## config.mk

```make
export PLATFORM = sky130hd
export DESIGN_NAME = anim_script_stream_parser_top
export DESIGN_NICKNAME = d
export VERILOG_FILES = /design/src/hw/rtl/assp_pkg.sv /design/src/hw/rtl/anim_script_stream_parser_top.sv
export SDC_FILE = /design/constraint.sdc
export NUM_CORES = 1
export LEC_CHECK = 0
export ABC_CLOCK_PERIOD_IN_PS = 17090
export BUFFER_PORTS_ARGS = -buffer_cell sky130_fd_sc_hd__buf_2
export CAP_MARGIN = 10
export CORE_MARGIN = 1
export CORE_UTILIZATION = 51
export CTS_CLUSTER_DIAMETER = 40
export DETAILED_ROUTE_END_ITERATION = 7
export GPL_ROUTABILITY_DRIVEN = 1
export PLACE_DENSITY = 0.72
export SETUP_SLACK_MARGIN = 0.15
export SLEW_MARGIN = 30
export SYNTH_ARGS = -nofsm -noshare
export SYNTH_HDL_FRONTEND = slang
export SYNTH_SLANG_ARGS = --single-unit
```

## constraint.sdc

```tcl
create_clock -name clk -period 17.09 [get_ports clk]
set_clock_uncertainty 0.15 [all_clocks]
set_input_delay 4.2725 -clock clk [delete_from_list [all_inputs] [get_ports clk]]
set_output_delay 4.2725 -clock clk [all_outputs]
set_load 0.01 [all_outputs]
```

## src/hw/rtl/assp_pkg.sv

```systemverilog
// Shared types and constants for the animation script stream parser.
package assp_pkg;

  localparam int HEADER_BYTES = 8;

  typedef enum logic [2:0] {
    PH_IDLE,
    PH_PARSE,
    PH_TERM,
    PH_PENDING,
    PH_DONE
  } phase_t;

  typedef enum logic [3:0] {
    K_HEADER         = 4'd0,
    K_ARG            = 4'd1,
    K_END_OK         = 4'd2,
    K_BAD_TERM_OP    = 4'd3,
    K_BAD_TERM_SIZE  = 4'd4,
    K_HDR_PAST_BOUND = 4'd5,
    K_BAD_SIZE       = 4'd6,
    K_INS_PAST_BOUND = 4'd7,
    K_OP_TOO_HIGH    = 4'd8,
    K_NO_TERM        = 4'd9
  } kind_t;

  localparam logic [1:0] CFG_TERM_OP   = 2'd0;
  localparam logic [1:0] CFG_TERM_SIZE = 2'd1;
  localparam logic [1:0] CFG_MAX_OP    = 2'd2;

endpackage

```

## src/hw/rtl/anim_script_stream_parser_top.sv

```systemverilog
// Animation script stream parser: splits a script region into instruction records.
//
//  channel | direction | handshake            | payload
//  in_     | input     | in_valid / in_ready   | data_byte, region_start, region_length
//  out_    | output    | out_valid / out_ready | kind, opcode, byte_size, time_value,
//          |           |                       | operand_flags, arg_byte, is_last
//  cfg_    | input     | cfg_we (no wait)      | cfg_index, cfg_wdata
//
// One byte per cycle while in_ready is high: each byte updates the parse state and
// loads at most one record into the output register in the same cycle.
// Sustained rate is set by the single output register: in_ready drops only while a
// record waits and out_ready is low.
// Synchronous active-low reset idles the parser and clears the output valid flag.
// Bytes before the first region start are dropped without a record.
module anim_script_stream_parser_top #(
  parameter int REGION_BITS = 24
) (
  input  logic                clk,
  input  logic                rst_n,
  input  logic                in_valid,
  output logic                in_ready,
  input  logic [7:0]          in_data_byte,
  input  logic                in_region_start,
  input  logic [23:0]         in_region_length,
  output logic                out_valid,
  input  logic                out_ready,
  output assp_pkg::kind_t     out_kind,
  output logic [14:0]         out_opcode,
  output logic [15:0]         out_byte_size,
  output logic signed [15:0]  out_time_value,
  output logic [15:0]         out_operand_flags,
  output logic [7:0]          out_arg_byte,
  output logic                out_is_last,
  input  logic                cfg_we,
  input  logic [1:0]          cfg_index,
  input  logic [15:0]         cfg_wdata
);
  import assp_pkg::*;

  localparam int SW = (REGION_BITS > 16 ? REGION_BITS : 16) + 1;
  localparam int LW = (REGION_BITS < 24) ? REGION_BITS : 24;

  logic [15:0] term_op_r, term_size_r;
  logic [14:0] max_op_r;

  phase_t                 phase_r, phase_nxt;
  logic [REGION_BITS-1:0] pos_r, pos_nxt, end_r, end_nxt;
  logic [15:0]            k_r, k_nxt;
  logic [15:0]            hw_r [4];
  logic [15:0]            hw_nxt [4];
  logic [7:0]             hold_r, hold_nxt;

  logic                   out_valid_r;
  kind_t                  kind_r;
  logic [14:0]            opcode_r;
  logic [15:0]            size_out_r, time_r, flags_r;
  logic [7:0]             arg_r;
  logic                   last_r;

  logic                   res_v;
  kind_t                  res_kind;
  logic [14:0]            res_opcode;
  logic [15:0]            res_size, res_time, res_flags;
  logic [7:0]             res_arg;
  logic                   res_last;

  logic                   in_fire;
  logic [REGION_BITS-1:0] len_c;

  assign in_ready = !out_valid_r || out_ready;
  assign in_fire  = in_valid && in_ready;
  assign len_c    = REGION_BITS'(in_region_length[LW-1:0]);

  always_comb begin
    logic                   pend, tb_v, adv, fin;
    phase_t                 ph_e;
    logic [REGION_BITS-1:0] pos_e, end_e;
    logic [15:0]            k_e, w, size;
    logic [7:0]             hold_e;
    logic [SW-1:0]          start_s, end_s, pos1_s;
    logic [16:0]            k1;
    kind_t                  tb_kind;

    pend    = (phase_r == PH_PENDING);
    ph_e    = pend ? PH_DONE : phase_r;
    pos_e   = pos_r;
    end_e   = end_r;
    k_e     = k_r;
    hold_e  = hold_r;
    if (in_region_start) begin
      ph_e   = PH_PARSE;
      pos_e  = '0;
      end_e  = len_c;
      k_e    = '0;
      hold_e = '0;
    end

    phase_nxt = ph_e;
    pos_nxt   = pos_e;
    end_nxt   = end_e;
    k_nxt     = k_e;
    hold_nxt  = hold_e;
    for (int i = 0; i < 4; i++) hw_nxt[i] = hw_r[i];

    res_v      = pend;
    res_kind   = K_NO_TERM;
    res_opcode = '0;
    res_size   = '0;
    res_time   = '0;
    res_flags  = '0;
    res_arg    = '0;
    res_last   = 1'b0;

    w       = {in_data_byte, hold_e};
    size    = hw_r[1];
    start_s = SW'(pos_e) - SW'(k_e);
    end_s   = SW'(end_e);
    pos1_s  = SW'(pos_e) + SW'(1);
    k1      = {1'b0, k_e} + 17'd1;
    tb_v    = 1'b0;
    tb_kind = K_NO_TERM;
    adv     = 1'b0;
    fin     = 1'b0;

    if (ph_e == PH_TERM) begin
      if (k_e == 16'd2) begin
        hold_nxt = in_data_byte;
        k_nxt    = 16'd3;
        pos_nxt  = REGION_BITS'(pos1_s);
      end else begin
        tb_v      = 1'b1;
        tb_kind   = (w == term_size_r) ? K_END_OK : K_BAD_TERM_SIZE;
        phase_nxt = PH_DONE;
      end
    end else if (ph_e == PH_PARSE) begin
      adv = 1'b1;
      if (k_e == 16'd0) begin
        if (start_s + SW'(2) > end_s) begin
          tb_v      = 1'b1;
          tb_kind   = K_NO_TERM;
          phase_nxt = PH_DONE;
          adv       = 1'b0;
        end else begin
          hold_nxt = in_data_byte;
        end
      end else if (k_e < 16'(HEADER_BYTES)) begin
        if (!k_e[0]) hold_nxt = in_data_byte;
        else hw_nxt[k_e[2:1]] = w;
        if (k_e == 16'd1) begin
          if (w[15]) begin
            if (w != term_op_r) begin
              tb_v      = 1'b1;
              tb_kind   = K_BAD_TERM_OP;
              phase_nxt = PH_DONE;
              adv       = 1'b0;
            end else if (start_s + SW'(4) <= end_s) begin
              phase_nxt = PH_TERM;
            end else begin
              tb_v      = 1'b1;
              tb_kind   = K_END_OK;
              phase_nxt = PH_DONE;
              adv       = 1'b0;
            end
          end else if (start_s + SW'(HEADER_BYTES) > end_s) begin
            tb_v      = 1'b1;
            tb_kind   = K_HDR_PAST_BOUND;
            phase_nxt = PH_DONE;
            adv       = 1'b0;
          end
        end else if (k_e == 16'(HEADER_BYTES - 1)) begin
          tb_v = 1'b1;
          adv  = 1'b0;
          phase_nxt = PH_DONE;
          if (size < 16'(HEADER_BYTES) || size[1:0] != 2'b00) begin
            tb_kind = K_BAD_SIZE;
          end else if (start_s + SW'(size) > end_s) begin
            tb_kind = K_INS_PAST_BOUND;
          end else if (hw_r[0][14:0] > max_op_r) begin
            tb_kind = K_OP_TOO_HIGH;
          end else begin
            tb_kind    = K_HEADER;
            res_opcode = hw_r[0][14:0];
            res_size   = size;
            res_time   = hw_r[2];
            res_flags  = w;
            res_last   = (size == 16'(HEADER_BYTES));
            fin        = res_last;
            adv        = 1'b1;
            phase_nxt  = ph_e;
          end
        end
      end else begin
        tb_v     = 1'b1;
        tb_kind  = K_ARG;
        res_arg  = in_data_byte;
        res_last = (k1 == {1'b0, size});
        fin      = (k1 >= {1'b0, size});
      end
      if (adv) begin
        pos_nxt = REGION_BITS'(pos1_s);
        if (fin) begin
          k_nxt = '0;
          if (pos1_s >= end_s) phase_nxt = PH_PENDING;
        end else begin
          k_nxt = k1[15:0];
        end
      end
    end

    if (pend) begin
      res_opcode = '0;
      res_size   = '0;
      res_time   = '0;
      res_flags  = '0;
      res_arg    = '0;
      res_last   = 1'b0;
      if (tb_v) phase_nxt = PH_PENDING;
    end else begin
      res_v    = tb_v;
      res_kind = tb_kind;
      if (tb_kind != K_HEADER && tb_kind != K_ARG) begin
        res_last = 1'b0;
      end
    end
  end

  always_ff @(posedge clk) begin
    if (!rst_n) begin
      term_op_r   <= 16'hFFFF;
      term_size_r <= '0;
      max_op_r    <= 15'd127;
    end else if (cfg_we) begin
      unique case (cfg_index)
        CFG_TERM_OP:   term_op_r   <= cfg_wdata;
        CFG_TERM_SIZE: term_size_r <= cfg_wdata;
        CFG_MAX_OP:    max_op_r    <= cfg_wdata[14:0];
        default: ;
      endcase
    end
  end

  always_ff @(posedge clk) begin
    if (!rst_n) begin
      phase_r     <= PH_IDLE;
      pos_r       <= '0;
      end_r       <= '0;
      k_r         <= '0;
      out_valid_r <= 1'b0;
    end else begin
      if (in_fire) begin
        phase_r     <= phase_nxt;
        pos_r       <= pos_nxt;
        end_r       <= end_nxt;
        k_r         <= k_nxt;
        out_valid_r <= res_v;
      end else if (out_ready) begin
        out_valid_r <= 1'b0;
      end
    end
  end

  always_ff @(posedge clk) begin
    if (in_fire) begin
      hold_r <= hold_nxt;
      for (int i = 0; i < 4; i++) hw_r[i] <= hw_nxt[i];
      if (res_v) begin
        kind_r     <= res_kind;
        opcode_r   <= res_opcode;
        size_out_r <= res_size;
        time_r     <= res_time;
        flags_r    <= res_flags;
        arg_r      <= res_arg;
        last_r     <= res_last;
      end
    end
  end

  assign out_valid         = out_valid_r;
  assign out_kind          = kind_r;
  assign out_opcode        = opcode_r;
  assign out_byte_size     = size_out_r;
  assign out_time_value    = time_r;
  assign out_operand_flags = flags_r;
  assign out_arg_byte      = arg_r;
  assign out_is_last       = last_r;

  a_term_pos: assert property (@(posedge clk) disable iff (!rst_n)
    phase_r == PH_TERM |-> (k_r == 16'd2 || k_r == 16'd3))
    else $error("terminator phase with bad instruction position");

  a_pos_bound: assert property (@(posedge clk) disable iff (!rst_n)
    (phase_r == PH_PARSE || phase_r == PH_TERM) |-> pos_r <= end_r)
    else $error("region position past end bound");

  a_instr_in_region: assert property (@(posedge clk) disable iff (!rst_n)
    phase_r == PH_PARSE |-> SW'(k_r) <= SW'(pos_r))
    else $error("instruction position ahead of region position");

  a_header_size: assert property (@(posedge clk) disable iff (!rst_n)
    out_valid_r && kind_r == K_HEADER |->
      out_byte_size >= 16'(HEADER_BYTES) && out_byte_size[1:0] == 2'b00)
    else $error("header item with illegal size");

  a_last_only_records: assert property (@(posedge clk) disable iff (!rst_n)
    out_valid_r && kind_r != K_HEADER && kind_r != K_ARG |-> !out_is_last)
    else $error("last flag on a status item");

endmodule

```

[Word-level counts from Yosys, hierarchy flattened]
Memories as Yosys holds them, arrays and structs flattened.
Index checks and enable logic that the tools add are counted.
W data, S select, Z words.
Cells by class
  order comparisons: 11
  equal/unequal tests: 13
  multiply operators: 0
  divide/modulo/power cells: 0
  mux-type cells: 106
  add/sub/neg operators: 7
  bitwise logic cells: 4
  reductions and logical operators: 18
  shifts and indexed selects: 0
Operators with widths (count)
  $mux W64: 5
  $mux W24: 6
  $mux W16: 7
  $gt A25 B24 Y1: 3
  $mux W3: 23
  $bwmux W64: 1
  $mux W8: 8
  $mux W4: 14
  $mux W1: 41
  $demux W16 S2: 1
  $lt A16 B4 Y1 const B: 2
  $add A24 B1 Y25 const B: 1
  $add A25 B16 Y25: 1
  $add A25 B2 Y25 const B: 1
  $add A25 B3 Y25 const B: 1
  $add A25 B4 Y25 const B: 1
  $ge A25 B24 Y1: 1
  $le A25 B24 Y1: 1
  $sub A24 B16 Y25: 1
  $add A16 B1 Y17 const B: 1
  $eq A17 B16 Y1: 1
  $ge A17 B16 Y1: 1
  $eq A16 B1 Y1 const B: 1
  $eq A16 B16 Y1: 1
  24 further kinds: 35
Word-level totals
  bits in writable memories: 64
  input bits: 56
  bits in read-only memories: 0
  word-level logic and storage cells: 176
  register bits after elaboration: 199
  memories: 1
  latch bits: 0
Memories
  hw_r: depth 4, width 16, rd ports 4, clocked after memory_dff 0, write ports 4, RTL line anim_script_stream_parser_top.sv:49  | logic [15:0] hw_r [4];

[Longest topological paths before layout]
  depth after elaboration: 18
  mapped depth: 42
  gate-level depth less buffers: 35

[Least setup slack after synthesis]
OpenSTA, ideal clock, no wires.
  kind: in2reg
  start: input in_region_start
  end: register arg_r[0], in the netlist out_arg_byte[0] (enable)
  path buffers: 10
  stages on the path: 36
  data required time: 16.405 ns
  arrival time: 15.563 ns
  setup slack: 0.841 ns
  path through: buf_2 > buf_4 > buf_2 > buf_2 > clkbuf_1 > clkbuf_1 > clkbuf_1 > clkbuf_1 > clkbuf_1 > nor2b_1 > ha_1 > and4bb_2 > nor2_1 > o21ai_0 > or3_1 > a41oi_1 > and2_1 > clkbuf_1 > nand4_1 > nor4_1 > nor3b_1 > nand2_1 > nor2_1 > nand2_1 > xnor2_1 > ha_1 > nand3_1 > nor4_1 > a21o_1 > o31a_1 > and3_1 > a211oi_2 > o21ai_0 > a31oi_1 > o21ai_0 > a21oi_1
Between the ends
  longest elaborated chain between the ends: 14
  elaborated cells on any way between the ends: 34
  those cells by class: 4 x add/sub; 4 x order compare; 6 x eq/ne; 18 x mux; 2 x reduce/logical
RTL lines
  from (decl): RTL line anim_script_stream_parser_top.sv:23  | input logic in_region_start,
  $mux W24 / $mux W16 (equally long branches): RTL line anim_script_stream_parser_top.sv:90  | if (in_region_start) begin
  $sub A24 B16 Y25: RTL line anim_script_stream_parser_top.sv:116  | start_s = SW'(pos_e) - SW'(k_e);
  $add A25 B3 Y25: RTL line anim_script_stream_parser_top.sv:156  | end else if (start_s + SW'(4) <= end_s) begin
  $le A25 B24 Y1: RTL line anim_script_stream_parser_top.sv:156
  $mux W1: RTL line anim_script_stream_parser_top.sv:156
  $mux W1: RTL line anim_script_stream_parser_top.sv:151  | if (w != term_op_r) begin
  $mux W1: RTL line anim_script_stream_parser_top.sv:150  | if (w[15]) begin
  $mux W1: RTL line anim_script_stream_parser_top.sv:149  | if (k_e == 16'd1) begin
  $mux W1: RTL line anim_script_stream_parser_top.sv:146  | end else if (k_e < 16'(HEADER_BYTES)) begin
  $mux W1: RTL line anim_script_stream_parser_top.sv:137  | if (k_e == 16'd0) begin
  $mux W1: RTL line anim_script_stream_parser_top.sv:135  | end else if (ph_e == PH_PARSE) begin
  $mux W1 (*): RTL line anim_script_stream_parser_top.sv:125  | if (ph_e == PH_TERM) begin
  $mux W1 (*): RTL line anim_script_stream_parser_top.sv:210  | if (pend) begin
  $reduce_and A2 Y1 (no line) (*)
  to (signal assigned): RTL line anim_script_stream_parser_top.sv:272  | arg_r <= res_arg;
  to (decl): RTL line anim_script_stream_parser_top.sv:57  | logic [7:0] arg_r;
Mark *: on every way between the ends. The rest lies on a longest branch, timed or not.
A chain may end at the register's enable or synchronous reset.

[Worst setup path after layout]
  start: input in_region_start
  end: register opcode_r[5], in the netlist out_opcode[5] (read register of hw_r) (enable)
Between the ends
  longest elaborated chain between the ends: 14
  elaborated cells on any way between the ends: 34
  those cells by class: 4 x add/sub; 4 x order compare; 6 x eq/ne; 18 x mux; 2 x reduce/logical
RTL lines
  $mux W24 / $mux W16 (equally long branches): RTL line anim_script_stream_parser_top.sv:90
  $sub A24 B16 Y25: RTL line anim_script_stream_parser_top.sv:116
  $add A25 B3 Y25: RTL line anim_script_stream_parser_top.sv:156
  $le A25 B24 Y1: RTL line anim_script_stream_parser_top.sv:156
  $mux W1: RTL line anim_script_stream_parser_top.sv:156
  $mux W1: RTL line anim_script_stream_parser_top.sv:151
  $mux W1: RTL line anim_script_stream_parser_top.sv:150
  $mux W1: RTL line anim_script_stream_parser_top.sv:149
  $mux W1: RTL line anim_script_stream_parser_top.sv:146
  $mux W1: RTL line anim_script_stream_parser_top.sv:137
  $mux W1: RTL line anim_script_stream_parser_top.sv:135
  $mux W1 (*): RTL line anim_script_stream_parser_top.sv:125
  $mux W1 (*): RTL line anim_script_stream_parser_top.sv:210
  $reduce_and A2 Y1 (no line) (*)
  to (decl): RTL line anim_script_stream_parser_top.sv:55  | logic [14:0] opcode_r;
Marked as above.

==> flow_metrics.tcl <==
set metrics [dict create \
    finalInstanceArea_um2 20280 \
    netlist_area_um2 17800 \
    rr_worst_depth 29 \
    synth_fa_ha_area_frac 0.1334 \
    syn2layout_area_growth_pct 13.95 \
    grt_pass1_vias 14630 \
    rsz0062_at_grt "no" \
    synth-xor-area-share 0.08148 \
    viasPerCell 6.101 \
    critPathMaxFanout 43 \
    worst-setup-path-type "in -> reg" \
    vias 15680 \
    cpPeakStageDelay_ns 0.67 \
    hold_class "reg -> reg" \
    fin_cells 2570 \
    tightestPinTransition_ns 0.9904 \
    cp.arrival_ns 13.89 \
    p_per_area_nw_per_um2 97.40 \
    setup-violations-final 0 \
    num_io_pins 134 \
    fin_crit_sh 0.8105 \
    synth_cell_types 97 \
    power_mw 1.975 \
    fin_nets 2330 \
    postRouteAntennaNets 0 \
    grt_max_degree 71 \
    die_y_um 188.8 \
    core_area_um2 34460 \
    track_usage 0.3168 \
    routedWlPerCell_um 21.94 \
    fillers 2992 \
    tns_ns 0 \
    multi_input_area_um2 10960 \
    clkSinkCount 246 \
    cts_hold_buf 0 \
    hp-start "max_op_r[9]" \
    crit_start "in_region_start" \
    cts_resized 0 \
    postLayoutCoreUtil 0.5885 \
    p_leak_nw 8.370 \
    ys_ff_latch 246 \
    max_clock_freq_mhz 72.20 \
    start_kind "primary input" \
    firstDrtPassIters 6 \
    gp_congestion 0.9890 \
    diodes 0 \
    grt_pass1_wl_um 86060 \
    synthMuxAreaShare 0.02144 \
    numCtsBuffers 36 \
    timing.final.ws_setup_ns 3.239 \
    drive_above_1_share 0.1371 \
    synth.avg_cell_area_um2 9.071 \
    synth_top_family_by_area "simple AND/OR/NAND/NOR gates" \
    hold_end "max_op_r[9]" \
    htreeDepth 2 \
    outcome "finished, final reports clean" \
    cts_setup_buffers 0 \
    route.detailed.drc 0 \
    crit_top_cell "inv_1" \
    end_kind "register" \
    rrSetupSlack_ns 7.38 \
    grt_overflow 0 \
    antenna_found_initial 1 \
    rows 68 \
    die_w_um 188.8 \
    hold_ws_ns 0.3024 \
    yosysWarnings 0 \
    clockBufferDepth 3 \
    seq_area_frac_synth 0.3504 \
    die-area_um2 35650 \
    dp_cells 2504 \
    critPathRequiredTime_ns 17.13 \
    yosys.area_share.simple 0.2150 \
    drt_iter0_drc 1577 \
    synth_edf_count 131 \
    synth-compound-area-share 0.1616 \
    totalWireLength_um 56390 \
    peakVddDrop_mv 0.08858 \
    cts_root_buffer "clkbuf_16" \
    period_minus_slack_ns 13.85 \
    hpwl_um 43390 \
    slowest_stage "nor4_1" \
    rr_startpoint "pos_r[1]" \
    initial_utilization 0.5165 \
    port_buffers 133 \
    layout.area.seq_um2 6236 \
    place_ws_ns 2.583 \
    hold_viol 0 \
    async_reset_ff_frac 0 \
    clk_pin_slew_ns 0.06 \
    syn_inst 1962 \
    max-cap-violations 0 \
    worstHoldPathCells 2 \
    worst_r2r_endpoint "out_opcode[5]" \
    synth-main-ff-cell "edfxtp_1" \
    cts_tree "yes" \
    slew_headroom 0.3208 \
    place_area_um2 18990 \
    drv_slew 0 \
    clk_latency_ns 0.56 \
]
[critical path, delay by kind of cell]
| family | cells | cell delay, ns |
|---|---|---|
| buffers and inverters | 8 | 1.94 |
| adder cells (fa/ha/maj) | 4 | 1.18 |
| AND/OR/NAND/NOR | 12 | 3.52 |
| AO/OA/AOI/OAI | 9 | 2.53 |
| multiplexers | 1 | 0.22 |
| XOR/XNOR | 1 | 0.15 |
[flip-flops by register name, summed over array words and instances, names as in the netlist]
| name | cells |
|---|---|
| term_op_r | 16 |
| out_operand_flags | 16 |
| term_size_r | 16 |
| out_opcode | 15 |
| out_time_value | 16 |
| out_valid | 1 |
| k_r | 16 |
| hold_r | 8 |
| out_byte_size | 16 |
| out_arg_byte | 8 |
| pos_r | 24 |
| phase_r | 3 |
| out_is_last | 1 |
| hw_r | 47 |
| max_op_r | 15 |
| out_kind | 4 |
| end_r | 24 |
[cell usage after synthesis, drive strengths merged, types with 13 or more instances]
library cell  number  area, um2
clkbuf            60      226.5
nor2             139      521.8
nand4             46      287.8
buf               26      140.1
nand3             69      345.3
nor4              23      156.4
a32o              14      140.1
and2              77      481.7
nand2            205      772.0
a211oi            34      265.3
nor2b             48      300.3
a21oi             97      489.2
or3               13      86.33
xnor2            119       1065
mux2i             28      280.3
o211ai            15      112.6
nand2b            19      118.9
nor3              54      270.3
a31oi             28      181.4
a21o              49      367.9
o21ai             58      290.3
inv               74      277.8
and3              17      106.4
dfxtp            115       2302
edfxtp           131       3934
xor2              44      385.4
ha               184       2302
[cells in the final DEF (no fill, tap or decap), types with 19 or more instances in the layout]
cell type and n:
clkbuf_16 37, buf_4 40, xor2_1 44, nor4_1 20, nor2_1 137, nor3_1 53, xnor2_1 116, inv_1 71
edfxtp_1 131, a21oi_1 95, nand4_1 46, mux2i_1 26, buf_2 132, a21o_1 49, dfxtp_1 115, nand3_1 69
ha_1 184, and2_1 77, nand2b_1 19, a211oi_1 31, nand2_1 204, o21ai_0 54, nor2b_1 48, a31oi_1 27
[final cells by class]
type | instances | share of cell area
clock inverter | 22 | 0.01388
sequential | 246 | 0.3075
tap | 455 | 0.02807
timing repair buffer | 173 | 0.04874
multi-input combinational | 1556 | 0.5407
inverter | 75 | 0.01388
clock buffer | 43 | 0.04726
[worst max-delay path by stage]
stage                 endpoint  depth (start not counted)  slack (ns)
2_1_floorplan  out_arg_byte[0]                         36        0.84
3_3_place_gp    out_opcode[10]                         34        2.91
3_5_place_dp    out_opcode[12]                         34        2.58
4_1_cts          out_opcode[9]                         34        3.09
5_1_grt          out_opcode[1]                         35        2.36
6_report         out_opcode[5]                         35        3.24
[layer usage]
layer  share of wire  up-vias  track usage
li1                -     7434            -
met1            0.47     7520       0.4726
met2            0.42      636       0.4615
met3           0.082       90      0.05830
met4           0.026        0      0.09243
met5               0        -            0
[logic make-up after synthesis]
family | count (synthesis)
other | 1
multiplexers | 37
buffers and inverters | 161
AO/OA/AOI/OAI | 408
adder cells (fa/ha/maj) | 189
flip-flops | 246
XOR/XNOR | 163
AND/OR/NAND/NOR | 757
[power by group]
| group | switching (mW) | internal [mW] |
|---|---|---|
| clock network | 0.287 | 0.481 |
| logic | 0.332 | 0.208 |
| registers | 0.0121 | 0.655 |
| total | 0.631 | 1.34 |
Power figures use the tool's default switching activity.
